$ cat src/rtl/core/fcsi_pkg.sv
// Shared types and constants of the fan curve core.
package fcsi_pkg;

  typedef enum logic {
    OP_WRITE = 1'b0,
    OP_EVAL  = 1'b1
  } op_e;

  typedef enum logic {
    MODE_STEP   = 1'b0,
    MODE_LINEAR = 1'b1
  } mode_e;

  // Register index, taken from paddr[2]
  typedef enum logic {
    REG_CURVE_MODE  = 1'b0,
    REG_POINT_COUNT = 1'b1
  } reg_idx_e;

  typedef enum logic [2:0] {
    ST_IDLE,
    ST_LAST,
    ST_FIRST,
    ST_SCAN,
    ST_MUL,
    ST_DIV,
    ST_INTERP,
    ST_DONE
  } state_e;

  typedef enum logic [2:0] {
    RES_RD,
    RES_FIRST,
    RES_LAST,
    RES_LOW,
    RES_INTERP
  } res_sel_e;

  localparam int unsigned DIV_STEPS = 32;
  localparam int unsigned DIV_CNT_W = 5;

  typedef struct packed {
    logic     wr_pt;
    logic     start;
    logic     ld_last;
    logic     ld_first;
    logic     ld_low;
    logic     ld_high;
    logic     mul;
    logic     div_step;
    logic     ld_res;
    res_sel_e res_sel;
    logic     out_load;
  } cmd_t;

  typedef struct packed {
    logic x_gt_rd;
    logic x_lt_rd;
    logic x_ge_last;
  } status_t;

endpackage

$ cat src/rtl/core/fcsi_in_if.sv
// Input channel: breakpoint write and sample evaluate items.
interface fcsi_in_if;
  logic               valid;
  logic               ready;
  logic               operation;
  logic [3:0]         point_index;
  logic signed [15:0] point_reading;
  logic [15:0]        point_output;
  logic signed [15:0] sample;

  modport source (
    output valid, operation, point_index, point_reading, point_output, sample,
    input  ready
  );
  modport sink (
    input  valid, operation, point_index, point_reading, point_output, sample,
    output ready
  );
endinterface

$ cat src/rtl/core/fcsi_out_if.sv
// Output channel: drive value results.
interface fcsi_out_if;
  logic        valid;
  logic        ready;
  logic [15:0] drive_value;

  modport source (output valid, drive_value, input ready);
  modport sink (input valid, drive_value, output ready);
endinterface

$ cat src/rtl/core/fcsi_ram.sv
// Generic single-write, single-read RAM with registered read data.
module fcsi_ram #(
  parameter int unsigned WIDTH = 32,
  parameter int unsigned DEPTH = 16
) (
  input  logic                     clk_i,
  input  logic                     we_i,
  input  logic [$clog2(DEPTH)-1:0] waddr_i,
  input  logic [WIDTH-1:0]         wdata_i,
  input  logic [$clog2(DEPTH)-1:0] raddr_i,
  output logic [WIDTH-1:0]         rdata_o
);

  logic [WIDTH-1:0] mem_q [DEPTH];
  logic [WIDTH-1:0] rdata_q;

  always_ff @(posedge clk_i) begin
    if (we_i) begin
      mem_q[waddr_i] <= wdata_i;
    end
    rdata_q <= mem_q[raddr_i];
  end

  assign rdata_o = rdata_q;

endmodule

$ cat src/rtl/core/fcsi_cfg.sv
// Configuration registers behind the APB-style port.
module fcsi_cfg #(
  parameter int unsigned MAX_POINTS = 16
) (
  input  logic                          clk_i,
  input  logic                          rst_ni,
  input  logic                          psel,
  input  logic                          penable,
  input  logic                          pwrite,
  input  logic [2:0]                    paddr,
  input  logic [31:0]                   pwdata,
  output logic [31:0]                   prdata,
  output logic                          pready,
  output logic                          curve_mode_o,
  output logic [$clog2(MAX_POINTS)-1:0] last_idx_o
);

  localparam int unsigned AW = $clog2(MAX_POINTS);

  logic       mode_q, mode_d;
  logic [4:0] count_q, count_d;
  logic       wr_en;
  logic [6:0] cnt_ext, n_use, last_ext;

  assign pready = 1'b1;
  assign wr_en  = psel & penable & pwrite & pready;

  always_comb begin
    mode_d  = mode_q;
    count_d = count_q;
    if (wr_en) begin
      unique case (fcsi_pkg::reg_idx_e'(paddr[2]))
        fcsi_pkg::REG_CURVE_MODE:  mode_d  = pwdata[0];
        fcsi_pkg::REG_POINT_COUNT: count_d = pwdata[4:0];
        default:                   mode_d  = mode_q;
      endcase
    end
  end

  always_ff @(posedge clk_i or negedge rst_ni) begin
    if (!rst_ni) begin
      mode_q  <= fcsi_pkg::MODE_STEP;
      count_q <= 5'd1;
    end else begin
      mode_q  <= mode_d;
      count_q <= count_d;
    end
  end

  always_comb begin
    unique case (fcsi_pkg::reg_idx_e'(paddr[2]))
      fcsi_pkg::REG_CURVE_MODE:  prdata = {31'd0, mode_q};
      fcsi_pkg::REG_POINT_COUNT: prdata = {27'd0, count_q};
      default:                   prdata = 32'd0;
    endcase
  end

  // Zero counts as one point, anything past the table saturates
  assign cnt_ext = {2'b00, count_q};
  always_comb begin
    priority if (count_q == 5'd0) begin
      n_use = 7'd1;
    end else if (cnt_ext > 7'(MAX_POINTS)) begin
      n_use = 7'(MAX_POINTS);
    end else begin
      n_use = cnt_ext;
    end
  end
  assign last_ext     = n_use - 7'd1;
  assign last_idx_o   = last_ext[AW-1:0];
  assign curve_mode_o = mode_q;

endmodule

$ cat src/rtl/core/fcsi_ctrl.sv
// Sequencer: table scan, multiply and serial divide control, output register.
module fcsi_ctrl #(
  parameter int unsigned MAX_POINTS = 16
) (
  input  logic                          clk_i,
  input  logic                          rst_ni,
  input  logic                          in_valid_i,
  input  logic                          in_op_i,
  output logic                          in_ready_o,
  output logic                          out_valid_o,
  input  logic                          out_ready_i,
  input  logic                          curve_mode_i,
  input  logic [$clog2(MAX_POINTS)-1:0] last_idx_i,
  input  fcsi_pkg::status_t             status_i,
  output fcsi_pkg::cmd_t                cmd_o,
  output logic [$clog2(MAX_POINTS)-1:0] rd_addr_o
);

  localparam int unsigned AW = $clog2(MAX_POINTS);

  fcsi_pkg::state_e                 state_q, state_d;
  logic [AW-1:0]                    idx_q, idx_d;
  logic [fcsi_pkg::DIV_CNT_W-1:0]   cnt_q, cnt_d;
  logic                             out_valid_q, out_valid_d;
  logic                             linear;
  logic                             at_last;

  assign linear  = (curve_mode_i == fcsi_pkg::MODE_LINEAR);
  assign at_last = (idx_q == last_idx_i);

  always_ff @(posedge clk_i or negedge rst_ni) begin
    if (!rst_ni) begin
      state_q     <= fcsi_pkg::ST_IDLE;
      idx_q       <= '0;
      cnt_q       <= '0;
      out_valid_q <= 1'b0;
    end else begin
      state_q     <= state_d;
      idx_q       <= idx_d;
      cnt_q       <= cnt_d;
      out_valid_q <= out_valid_d;
    end
  end

  always_comb begin
    state_d    = state_q;
    idx_d      = idx_q;
    cnt_d      = cnt_q;
    cmd_o      = '0;
    rd_addr_o  = idx_q;
    in_ready_o = 1'b0;
    unique case (state_q)
      fcsi_pkg::ST_IDLE: begin
        in_ready_o = 1'b1;
        rd_addr_o  = last_idx_i;
        if (in_valid_i) begin
          if (in_op_i == fcsi_pkg::OP_EVAL) begin
            cmd_o.start = 1'b1;
            state_d     = fcsi_pkg::ST_LAST;
          end else begin
            cmd_o.wr_pt = 1'b1;
          end
        end
      end
      fcsi_pkg::ST_LAST: begin
        cmd_o.ld_last = 1'b1;
        rd_addr_o     = '0;
        state_d       = fcsi_pkg::ST_FIRST;
      end
      fcsi_pkg::ST_FIRST: begin
        rd_addr_o = AW'(1);
        priority if (linear && status_i.x_ge_last) begin
          cmd_o.ld_res  = 1'b1;
          cmd_o.res_sel = fcsi_pkg::RES_LAST;
          state_d       = fcsi_pkg::ST_DONE;
        end else if (!status_i.x_gt_rd || last_idx_i == '0) begin
          cmd_o.ld_res  = 1'b1;
          cmd_o.res_sel = fcsi_pkg::RES_RD;
          state_d       = fcsi_pkg::ST_DONE;
        end else begin
          cmd_o.ld_first = 1'b1;
          idx_d          = AW'(1);
          state_d        = fcsi_pkg::ST_SCAN;
        end
      end
      fcsi_pkg::ST_SCAN: begin
        // prefetch the next slot; hold the address on the last one
        rd_addr_o = at_last ? idx_q : idx_q + AW'(1);
        priority if (status_i.x_lt_rd) begin
          if (linear) begin
            cmd_o.ld_high = 1'b1;
            state_d       = fcsi_pkg::ST_MUL;
          end else begin
            cmd_o.ld_res  = 1'b1;
            cmd_o.res_sel = fcsi_pkg::RES_LOW;
            state_d       = fcsi_pkg::ST_DONE;
          end
        end else if (at_last) begin
          // linear: nothing brackets the sample, fall back to the first output
          cmd_o.ld_res  = 1'b1;
          cmd_o.res_sel = linear ? fcsi_pkg::RES_FIRST : fcsi_pkg::RES_RD;
          state_d       = fcsi_pkg::ST_DONE;
        end else begin
          cmd_o.ld_low = 1'b1;
          idx_d        = idx_q + AW'(1);
        end
      end
      fcsi_pkg::ST_MUL: begin
        cmd_o.mul = 1'b1;
        cnt_d     = '0;
        state_d   = fcsi_pkg::ST_DIV;
      end
      fcsi_pkg::ST_DIV: begin
        cmd_o.div_step = 1'b1;
        cnt_d          = cnt_q + 1'b1;
        if (cnt_q == fcsi_pkg::DIV_CNT_W'(fcsi_pkg::DIV_STEPS - 1)) begin
          state_d = fcsi_pkg::ST_INTERP;
        end
      end
      fcsi_pkg::ST_INTERP: begin
        cmd_o.ld_res  = 1'b1;
        cmd_o.res_sel = fcsi_pkg::RES_INTERP;
        state_d       = fcsi_pkg::ST_DONE;
      end
      fcsi_pkg::ST_DONE: begin
        // wait for the output register to drain
        if (!out_valid_q || out_ready_i) begin
          cmd_o.out_load = 1'b1;
          state_d        = fcsi_pkg::ST_IDLE;
        end
      end
      default: begin
        state_d = fcsi_pkg::ST_IDLE;
      end
    endcase
  end

  always_comb begin
    out_valid_d = out_valid_q;
    if (cmd_o.out_load) begin
      out_valid_d = 1'b1;
    end else if (out_ready_i) begin
      out_valid_d = 1'b0;
    end
  end

  assign out_valid_o = out_valid_q;

endmodule

$ cat src/rtl/core/fcsi_dp.sv
// Datapath: breakpoint RAM, bracket registers, multiplier and serial divider.
module fcsi_dp #(
  parameter int unsigned MAX_POINTS = 16
) (
  input  logic                          clk_i,
  input  fcsi_pkg::cmd_t                cmd_i,
  input  logic [3:0]                    point_index_i,
  input  logic signed [15:0]            point_reading_i,
  input  logic [15:0]                   point_output_i,
  input  logic signed [15:0]            sample_i,
  input  logic [$clog2(MAX_POINTS)-1:0] rd_addr_i,
  output fcsi_pkg::status_t             status_o,
  output logic [15:0]                   drive_value_o
);

  localparam int unsigned AW = $clog2(MAX_POINTS);

  logic [7:0]         idx_ext;
  logic               wr_en;
  logic [31:0]        rdata;
  logic signed [15:0] rd_rd;
  logic [15:0]        rd_out;

  logic signed [15:0] x_q;
  logic [15:0]        last_out_q, first_out_q, low_out_q;
  logic signed [15:0] low_rd_q;
  logic               x_ge_last_q;
  logic [15:0]        mag_q, dx_q, den_q;
  logic               neg_q;
  logic [31:0]        quo_q;
  logic [15:0]        rem_q;
  logic [15:0]        res_q, out_q;

  logic               neg_d;
  logic [15:0]        mag_d;
  logic signed [16:0] dx_full, den_full;
  logic [16:0]        shifted, trial;
  logic               fits;
  logic [16:0]        interp;

  // drop writes to slots past the table
  assign idx_ext = {4'd0, point_index_i};
  assign wr_en   = cmd_i.wr_pt && (idx_ext < 8'(MAX_POINTS));

  fcsi_ram #(
    .WIDTH(32),
    .DEPTH(MAX_POINTS)
  ) u_ram (
    .clk_i  (clk_i),
    .we_i   (wr_en),
    .waddr_i(idx_ext[AW-1:0]),
    .wdata_i({point_reading_i, point_output_i}),
    .raddr_i(rd_addr_i),
    .rdata_o(rdata)
  );

  assign rd_rd  = rdata[31:16];
  assign rd_out = rdata[15:0];

  assign status_o.x_gt_rd   = (x_q > rd_rd);
  assign status_o.x_lt_rd   = (x_q < rd_rd);
  assign status_o.x_ge_last = x_ge_last_q;

  // bracket differences, none negative once the bracket is found
  assign neg_d    = (rd_out < low_out_q);
  assign mag_d    = neg_d ? (low_out_q - rd_out) : (rd_out - low_out_q);
  assign dx_full  = {x_q[15], x_q} - {low_rd_q[15], low_rd_q};
  assign den_full = {rd_rd[15], rd_rd} - {low_rd_q[15], low_rd_q};

  // restoring divide, one quotient bit per step
  assign shifted = {rem_q, quo_q[31]};
  assign trial   = shifted - {1'b0, den_q};
  assign fits    = (shifted >= {1'b0, den_q});

  assign interp = neg_q ? ({1'b0, low_out_q} - {1'b0, quo_q[15:0]})
                        : ({1'b0, low_out_q} + {1'b0, quo_q[15:0]});

  always_ff @(posedge clk_i) begin
    if (cmd_i.start) begin
      x_q <= sample_i;
    end
    if (cmd_i.ld_last) begin
      last_out_q  <= rd_out;
      x_ge_last_q <= !(x_q < rd_rd);
    end
    if (cmd_i.ld_first) begin
      first_out_q <= rd_out;
    end
    if (cmd_i.ld_first || cmd_i.ld_low) begin
      low_rd_q  <= rd_rd;
      low_out_q <= rd_out;
    end
    if (cmd_i.ld_high) begin
      neg_q <= neg_d;
      mag_q <= mag_d;
      dx_q  <= dx_full[15:0];
      den_q <= den_full[15:0];
    end
    if (cmd_i.mul) begin
      quo_q <= mag_q * dx_q;
      rem_q <= '0;
    end else if (cmd_i.div_step) begin
      quo_q <= {quo_q[30:0], fits};
      rem_q <= fits ? trial[15:0] : shifted[15:0];
    end
    if (cmd_i.ld_res) begin
      unique case (cmd_i.res_sel)
        fcsi_pkg::RES_RD:     res_q <= rd_out;
        fcsi_pkg::RES_FIRST:  res_q <= first_out_q;
        fcsi_pkg::RES_LAST:   res_q <= last_out_q;
        fcsi_pkg::RES_LOW:    res_q <= low_out_q;
        fcsi_pkg::RES_INTERP: res_q <= interp[15:0];
        default:              res_q <= rd_out;
      endcase
    end
    if (cmd_i.out_load) begin
      out_q <= res_q;
    end
  end

  assign drive_value_o = out_q;

endmodule

$ cat src/rtl/core/fan_curve_step_or_interpolate_core.sv
// Top level of the fan curve core: breakpoint table lookup and interpolation.
//
// Items arrive on in_if_i. A write item (operation 0) loads one breakpoint,
// a signed Q12.4 reading and an unsigned output, into slot point_index and
// gives no result. An evaluate item (operation 1) maps sample through the
// first point_count points and gives one drive_value on out_if_o. Registers
// curve_mode (byte 0) and point_count (byte 4) sit on the APB-style port;
// write them only while the core is idle.
// An evaluate item walks the table through the single read port of the
// breakpoint RAM, one slot per cycle. Step mode finishes after the scan;
// linear mode adds a multiply and a restoring divide. The core takes one
// item at a time. The result sits in an output register; the core accepts
// further items while it waits, and stalls only when a second result is
// ready before the first is taken. Reset clears the control state and sets
// curve_mode to step and point_count to 1; table slots hold nothing defined
// until written.
module fan_curve_step_or_interpolate_core #(
  parameter int unsigned MAX_POINTS = 16
) (
  input  logic              clk_i,
  input  logic              rst_ni,
  fcsi_in_if.sink           in_if_i,
  fcsi_out_if.source        out_if_o,
  input  logic              psel,
  input  logic              penable,
  input  logic              pwrite,
  input  logic [2:0]        paddr,
  input  logic [31:0]       pwdata,
  output logic [31:0]       prdata,
  output logic              pready
);

  localparam int unsigned AW = $clog2(MAX_POINTS);

  logic              curve_mode;
  logic [AW-1:0]     last_idx;
  logic [AW-1:0]     rd_addr;
  fcsi_pkg::cmd_t    cmd;
  fcsi_pkg::status_t status;

  fcsi_cfg #(
    .MAX_POINTS(MAX_POINTS)
  ) u_cfg (
    .clk_i       (clk_i),
    .rst_ni      (rst_ni),
    .psel        (psel),
    .penable     (penable),
    .pwrite      (pwrite),
    .paddr       (paddr),
    .pwdata      (pwdata),
    .prdata      (prdata),
    .pready      (pready),
    .curve_mode_o(curve_mode),
    .last_idx_o  (last_idx)
  );

  fcsi_ctrl #(
    .MAX_POINTS(MAX_POINTS)
  ) u_ctrl (
    .clk_i       (clk_i),
    .rst_ni      (rst_ni),
    .in_valid_i  (in_if_i.valid),
    .in_op_i     (in_if_i.operation),
    .in_ready_o  (in_if_i.ready),
    .out_valid_o (out_if_o.valid),
    .out_ready_i (out_if_o.ready),
    .curve_mode_i(curve_mode),
    .last_idx_i  (last_idx),
    .status_i    (status),
    .cmd_o       (cmd),
    .rd_addr_o   (rd_addr)
  );

  fcsi_dp #(
    .MAX_POINTS(MAX_POINTS)
  ) u_dp (
    .clk_i          (clk_i),
    .cmd_i          (cmd),
    .point_index_i  (in_if_i.point_index),
    .point_reading_i(in_if_i.point_reading),
    .point_output_i (in_if_i.point_output),
    .sample_i       (in_if_i.sample),
    .rd_addr_i      (rd_addr),
    .status_o       (status),
    .drive_value_o  (out_if_o.drive_value)
  );

endmodule

$ cat src/flat_wrapper.sv
// flat-port wrapper written by rule: the top's interface ports become plain ports
module fan_curve_step_or_interpolate_core_flat 
#(
  parameter int unsigned MAX_POINTS = 16
)
  (clk_i, rst_ni, psel, penable, pwrite, paddr, pwdata, prdata, pready, in_if_i_valid, in_if_i_operation, in_if_i_point_index, in_if_i_point_reading, in_if_i_point_output, in_if_i_sample, in_if_i_ready, out_if_o_valid, out_if_o_drive_value, out_if_o_ready);
  fcsi_in_if in_if_i_i ();
  fcsi_out_if out_if_o_i ();
  input  logic clk_i;
  input  logic rst_ni;
  input  logic psel;
  input  logic penable;
  input  logic pwrite;
  input  logic [2:0] paddr;
  input  logic [31:0] pwdata;
  output logic [31:0] prdata;
  output logic pready;
  input wire logic [$bits(in_if_i_i.valid)-1:0] in_if_i_valid;
  input wire logic [$bits(in_if_i_i.operation)-1:0] in_if_i_operation;
  input wire logic [$bits(in_if_i_i.point_index)-1:0] in_if_i_point_index;
  input wire logic [$bits(in_if_i_i.point_reading)-1:0] in_if_i_point_reading;
  input wire logic [$bits(in_if_i_i.point_output)-1:0] in_if_i_point_output;
  input wire logic [$bits(in_if_i_i.sample)-1:0] in_if_i_sample;
  output wire logic [$bits(in_if_i_i.ready)-1:0] in_if_i_ready;
  output wire logic [$bits(out_if_o_i.valid)-1:0] out_if_o_valid;
  output wire logic [$bits(out_if_o_i.drive_value)-1:0] out_if_o_drive_value;
  input wire logic [$bits(out_if_o_i.ready)-1:0] out_if_o_ready;
  assign in_if_i_i.valid = in_if_i_valid;
  assign in_if_i_i.operation = in_if_i_operation;
  assign in_if_i_i.point_index = in_if_i_point_index;
  assign in_if_i_i.point_reading = in_if_i_point_reading;
  assign in_if_i_i.point_output = in_if_i_point_output;
  assign in_if_i_i.sample = in_if_i_sample;
  assign in_if_i_ready = in_if_i_i.ready;
  assign out_if_o_valid = out_if_o_i.valid;
  assign out_if_o_drive_value = out_if_o_i.drive_value;
  assign out_if_o_i.ready = out_if_o_ready;
  fan_curve_step_or_interpolate_core #(.MAX_POINTS(MAX_POINTS)) u_core (.clk_i(clk_i), .rst_ni(rst_ni), .in_if_i(in_if_i_i), .out_if_o(out_if_o_i), .psel(psel), .penable(penable), .pwrite(pwrite), .paddr(paddr), .pwdata(pwdata), .prdata(prdata), .pready(pready));
endmodule
$ cat config.mk
export PLATFORM = sky130hd
export DESIGN_NAME = fan_curve_step_or_interpolate_core_flat
export DESIGN_NICKNAME = d
export VERILOG_FILES = /design/src/rtl/core/fcsi_pkg.sv /design/src/rtl/core/fcsi_in_if.sv /design/src/rtl/core/fcsi_out_if.sv /design/src/rtl/core/fcsi_ram.sv /design/src/rtl/core/fcsi_cfg.sv /design/src/rtl/core/fcsi_ctrl.sv /design/src/rtl/core/fcsi_dp.sv /design/src/rtl/core/fan_curve_step_or_interpolate_core.sv /design/src/flat_wrapper.sv
export SDC_FILE = /design/constraint.sdc
export NUM_CORES = 2
export LEC_CHECK = 0
export BUFFER_PORTS_ARGS = -buffer_cell sky130_fd_sc_hd__buf_2
export CAP_MARGIN = 20
export CORE_ASPECT_RATIO = 0.9
export CORE_UTILIZATION = 60
export DETAILED_ROUTE_END_ITERATION = 7
export GPL_TIMING_DRIVEN = 0
export PLACE_DENSITY = 0.77
export SYNTH_ARGS = -nofsm -noshare
export SYNTH_HDL_FRONTEND = slang
export SYNTH_SLANG_ARGS = --single-unit
$ cat constraint.sdc
create_clock -name clk_i -period 8.2 [get_ports clk_i]
set_input_delay 1.64 -clock clk_i [delete_from_list [all_inputs] [get_ports clk_i]]
set_output_delay 1.64 -clock clk_i [all_outputs]
set_load 0.005 [all_outputs]
==> results_dict.tcl <==
set metrics [dict create \
    status "finished, final reports clean" \
    hold_start "u_core.u_dp.res_q[12]$_DFFE_PP_" \
    preCtsSetupSlack_ps 1090 \
    die_h_um 256 \
    initial_utilization_pct 61.1 \
    post-synth-top-count-cell "edfxtp_1" \
    grt_max_degree 35 \
    n_fill_cell 5042 \
    clock-sinks 773 \
    worstHoldPathCells 0 \
    nets 4437 \
    path_clk_slew_ps 60 \
    pwr_density_cell_nw_per_um2 443 \
    rsz0062_at_grt "false" \
    path_max_fanout 10 \
    max_stage_delay_ps 680 \
    io_pins 146 \
    clockBufferDepth 3 \
    peakVddDrop_mv 0.557 \
    fin_crit_sh_pct 88.0 \
    async_reset_ff_share_pct 2.46 \
    port_buffers 88 \
    area_growth_pct 11.5 \
    max-cap-violations 0 \
    cts-root-buf "clkbuf_16" \
    synth_edf_count 706 \
    worst_slack_ps 985 \
    max_slew.worst_pin.slew_ps 1010 \
    cp_common_cell "fa_1" \
    ant_nets 0 \
    firstDrtPassIters 7 \
    synth_cells 3695 \
    die-area_um2 72800 \
    reg2reg_slack_ps 990 \
    synth_common_cells "706 x edfxtp_1, 641 x nand2_1, 349 x inv_1, 218 x ha_1, 200 x fa_1" \
    drive_gt1_share_pct 8.74 \
    grtUsageTotal_pct 30.3 \
    crit_type "reg2reg" \
    ys_top_cells_by_area "edfxtp_1 49%, fa_1 9.3%, ha_1 6.3%" \
    row_count 92 \
    r2r-end "u_core.u_dp.quo_q[30]$_DFFE_PP_" \
    synthFlopType "edfxtp_1" \
    worstPathArrival_ps 7560 \
    place_congestion 0.956 \
    synth_area_um2 43000 \
    insertion_delay_ps 640 \
    cp_cell_sequence "clkbuf_1 > nand2_1 > fa_1 > fa_1 > inv_1 > fa_1 > fa_1 > fa_1 > inv_1 > fa_1 > inv_1 > ha_1 > a21o_1 > a21o_1 > a21oi_1 > o31ai_1 > nor3_1 > a21oi_1 > o41ai_1 > mux2i_1 > o311ai_0" \
    grt_pass1_wl_um 168000 \
    synth-seq-area-share_pct 52.6 \
    cts_buffers 80 \
    p_leak_nw 19.4 \
    maxSlewHeadroom_pct 32.5 \
    yosysUniqueCellTypes 84 \
    ctsResizeCount 0 \
    drc 0 \
    h-tree-depth 3 \
    synth_area_leader_cell "edfxtp_1" \
    via_per_inst 6.05 \
    dp_hpwl_um 80000 \
    setup_violations 0 \
    first_iter_violations 3284 \
    min_path_type "reg2reg" \
    reg2regPathDepth 21 \
    fin_worst_skew_ps 40.8 \
    slowest_stage "clkbuf_1" \
    antenna_found_initial 9 \
    cts_hold_buffers 0 \
    min_period_ps 7210 \
    finalSetupTns_ps 0 \
    grt_pass1_vias 29361 \
    post_cts_buffers 0 \
    wl_um 110000 \
    via_count 29841 \
    die_x_um 284 \
    timing.rr.start "u_core.u_dp.mag_q[0]$_DFFE_PP_" \
    critical_path.startpoint_type "register" \
    synth_top_cell_area_share_pct 49.3 \
    yosys_warnings 0 \
    cp-end-kind "register" \
    wl_per_cell_um 22.4 \
    fp.coreArea_um2 70400 \
    tritoncts "done" \
    overflow 0 \
    clock.fmax_mhz 139 \
    whs_endpoint "u_core.u_dp.drive_value_o[12]$_DFFE_PP_" \
    slew_viol_final 0 \
    synth_area_per_cell_um2 11.6 \
    crit_required_ps 8550 \
    hold_violations 0 \
    synth-seq-cells 773 \
]
-- kinds of logic after synthesis --
logic type / Yosys count / share of synthesized area (%)
compound gates: 528 / 8.58
xor+xnor: 106 / 2.19
other cells: 2 / 0.0174
buf+inv: 534 / 5.06
fa+ha+maj: 418 / 15.6
mux: 134 / 3.15
simple gates: 1200 / 12.8
flops: 773 / 52.6
-- flip-flops by register name, indices dropped and copies added, names as in the netlist, 16 cells and up --
| signal | cells |
|---|---|
| u_core.u_dp.low_out_q | 16 |
| u_core.u_dp.u_ram.mem_q | 512 |
| u_core.u_dp.u_ram.rdata_o | 32 |
| u_core.u_dp.mag_q | 16 |
| u_core.u_dp.den_q | 16 |
| u_core.u_dp.rem_q | 16 |
| u_core.u_dp.dx_q | 16 |
| u_core.u_dp.low_rd_q | 16 |
| u_core.u_dp.quo_q | 32 |
| u_core.u_dp.first_out_q | 16 |
| u_core.u_dp.last_out_q | 16 |
| u_core.u_dp.x_q | 16 |
| u_core.u_dp.drive_value_o | 16 |
| u_core.u_dp.res_q | 16 |
-- worst max path at each step --
stage / end / startpoint
floorplan: u_core.u_dp.quo_q[30]$_DFFE_PP_ / u_core.u_dp.mag_q[7]$_DFFE_PP_
global placement: u_core.u_dp.u_ram.mem_q[0][5]$_DFFE_PP_ / in_if_i_operation
detailed placement: u_core.u_dp.quo_q[30]$_DFFE_PP_ / u_core.u_dp.mag_q[1]$_DFFE_PP_
CTS: u_core.u_dp.quo_q[30]$_DFFE_PP_ / u_core.u_dp.mag_q[1]$_DFFE_PP_
global route: u_core.u_dp.quo_q[31]$_DFFE_PP_ / u_core.u_dp.dx_q[10]$_DFFE_PP_
finish: u_core.u_dp.quo_q[30]$_DFFE_PP_ / u_core.u_dp.mag_q[0]$_DFFE_PP_
-- through the flow --
| step | instances | hold slack, ps | util [%] | total power [W] | cell area, um^2 |
|---|---|---|---|---|---|
| after global routing | 4933 | 420 | 68.1 | 0.0226 | 48000 |
| after floorplan | 3721 | 400 | - | 0.0138 | 43100 |
| after CTS | 4931 | 400 | 68.1 | 0.0212 | 48000 |
| after detailed placement | 4782 | 405 | 64.5 | 0.0175 | 45400 |
| final | 4933 | 395 | 68.1 | 0.0213 | 48000 |
| after global placement | 4749 | 405 | 63.5 | 0.0173 | 44800 |
-- power breakdown --
part	switching [W]	internal (W)	leakage, nW
Combinational	0.00765	0.00466	11.1
Clock	0.00157	0.00200	1.25
Sequential	0.000384	0.00503	7.01
Total	0.00960	0.0117	19.4
-- worst max-delay path: cells and delay by family, from the launching register on --
family,cells,cell delay [ps]
AOI/OAI and AO/OA,7,1510
and+or+nand+nor,2,370
muxes,1,230
DFF,1,640
buffers and inverters,4,830
adders and majority gates,7,3310
-- placed cells by master, fill, tap and decap left out, types with 16 or more instances in the layout --
cell type and n:
inv_1 349, clkbuf_1 133, buf_4 31, dfxtp_1 48
a221o_1 37, nand3_1 87, buf_2 119, edfxtp_1 706
a31oi_1 77, and2_1 126, nand2_1 641, a32o_1 34
a21oi_1 110, nor2b_1 27, xor2_1 29, o21ai_0 94
o21a_1 16, a21o_1 27, xnor2_1 76, clkinv_1 18
nand2b_1 22, mux2i_1 121, clkbuf_16 80, nor2_1 100
nor3_1 38, ha_1 218, fa_1 200, dfrtp_1 18
conb_1 28, and3_1 80
-- layer usage --
layer,vias to the layer above,wire length [um],share of wire [%],GRT usage [%]
li1,13411,-,-,-
met1,14414,43000,39,40.7
met2,1698,51400,47,48.5
met3,306,11600,11,6.39
met4,12,4370,4.0,11.9
met5,-,81,0.073,0
-- final cells by class --
cell class                 count  area (um^2)  area share, %
sequential                   773        22600           47.2
clock inverter                49          503           1.05
inverter                     350         1310           2.74
buffer                       184          866           1.80
antenna                        2         5.00         0.0104
timing repair buffer         121          973           2.03
multi-input combinational   2414        18400           38.4
tap                          940         1180           2.45
clock buffer                 100         2090           4.35
No activity file was read; power rests on OpenSTA's default activity.
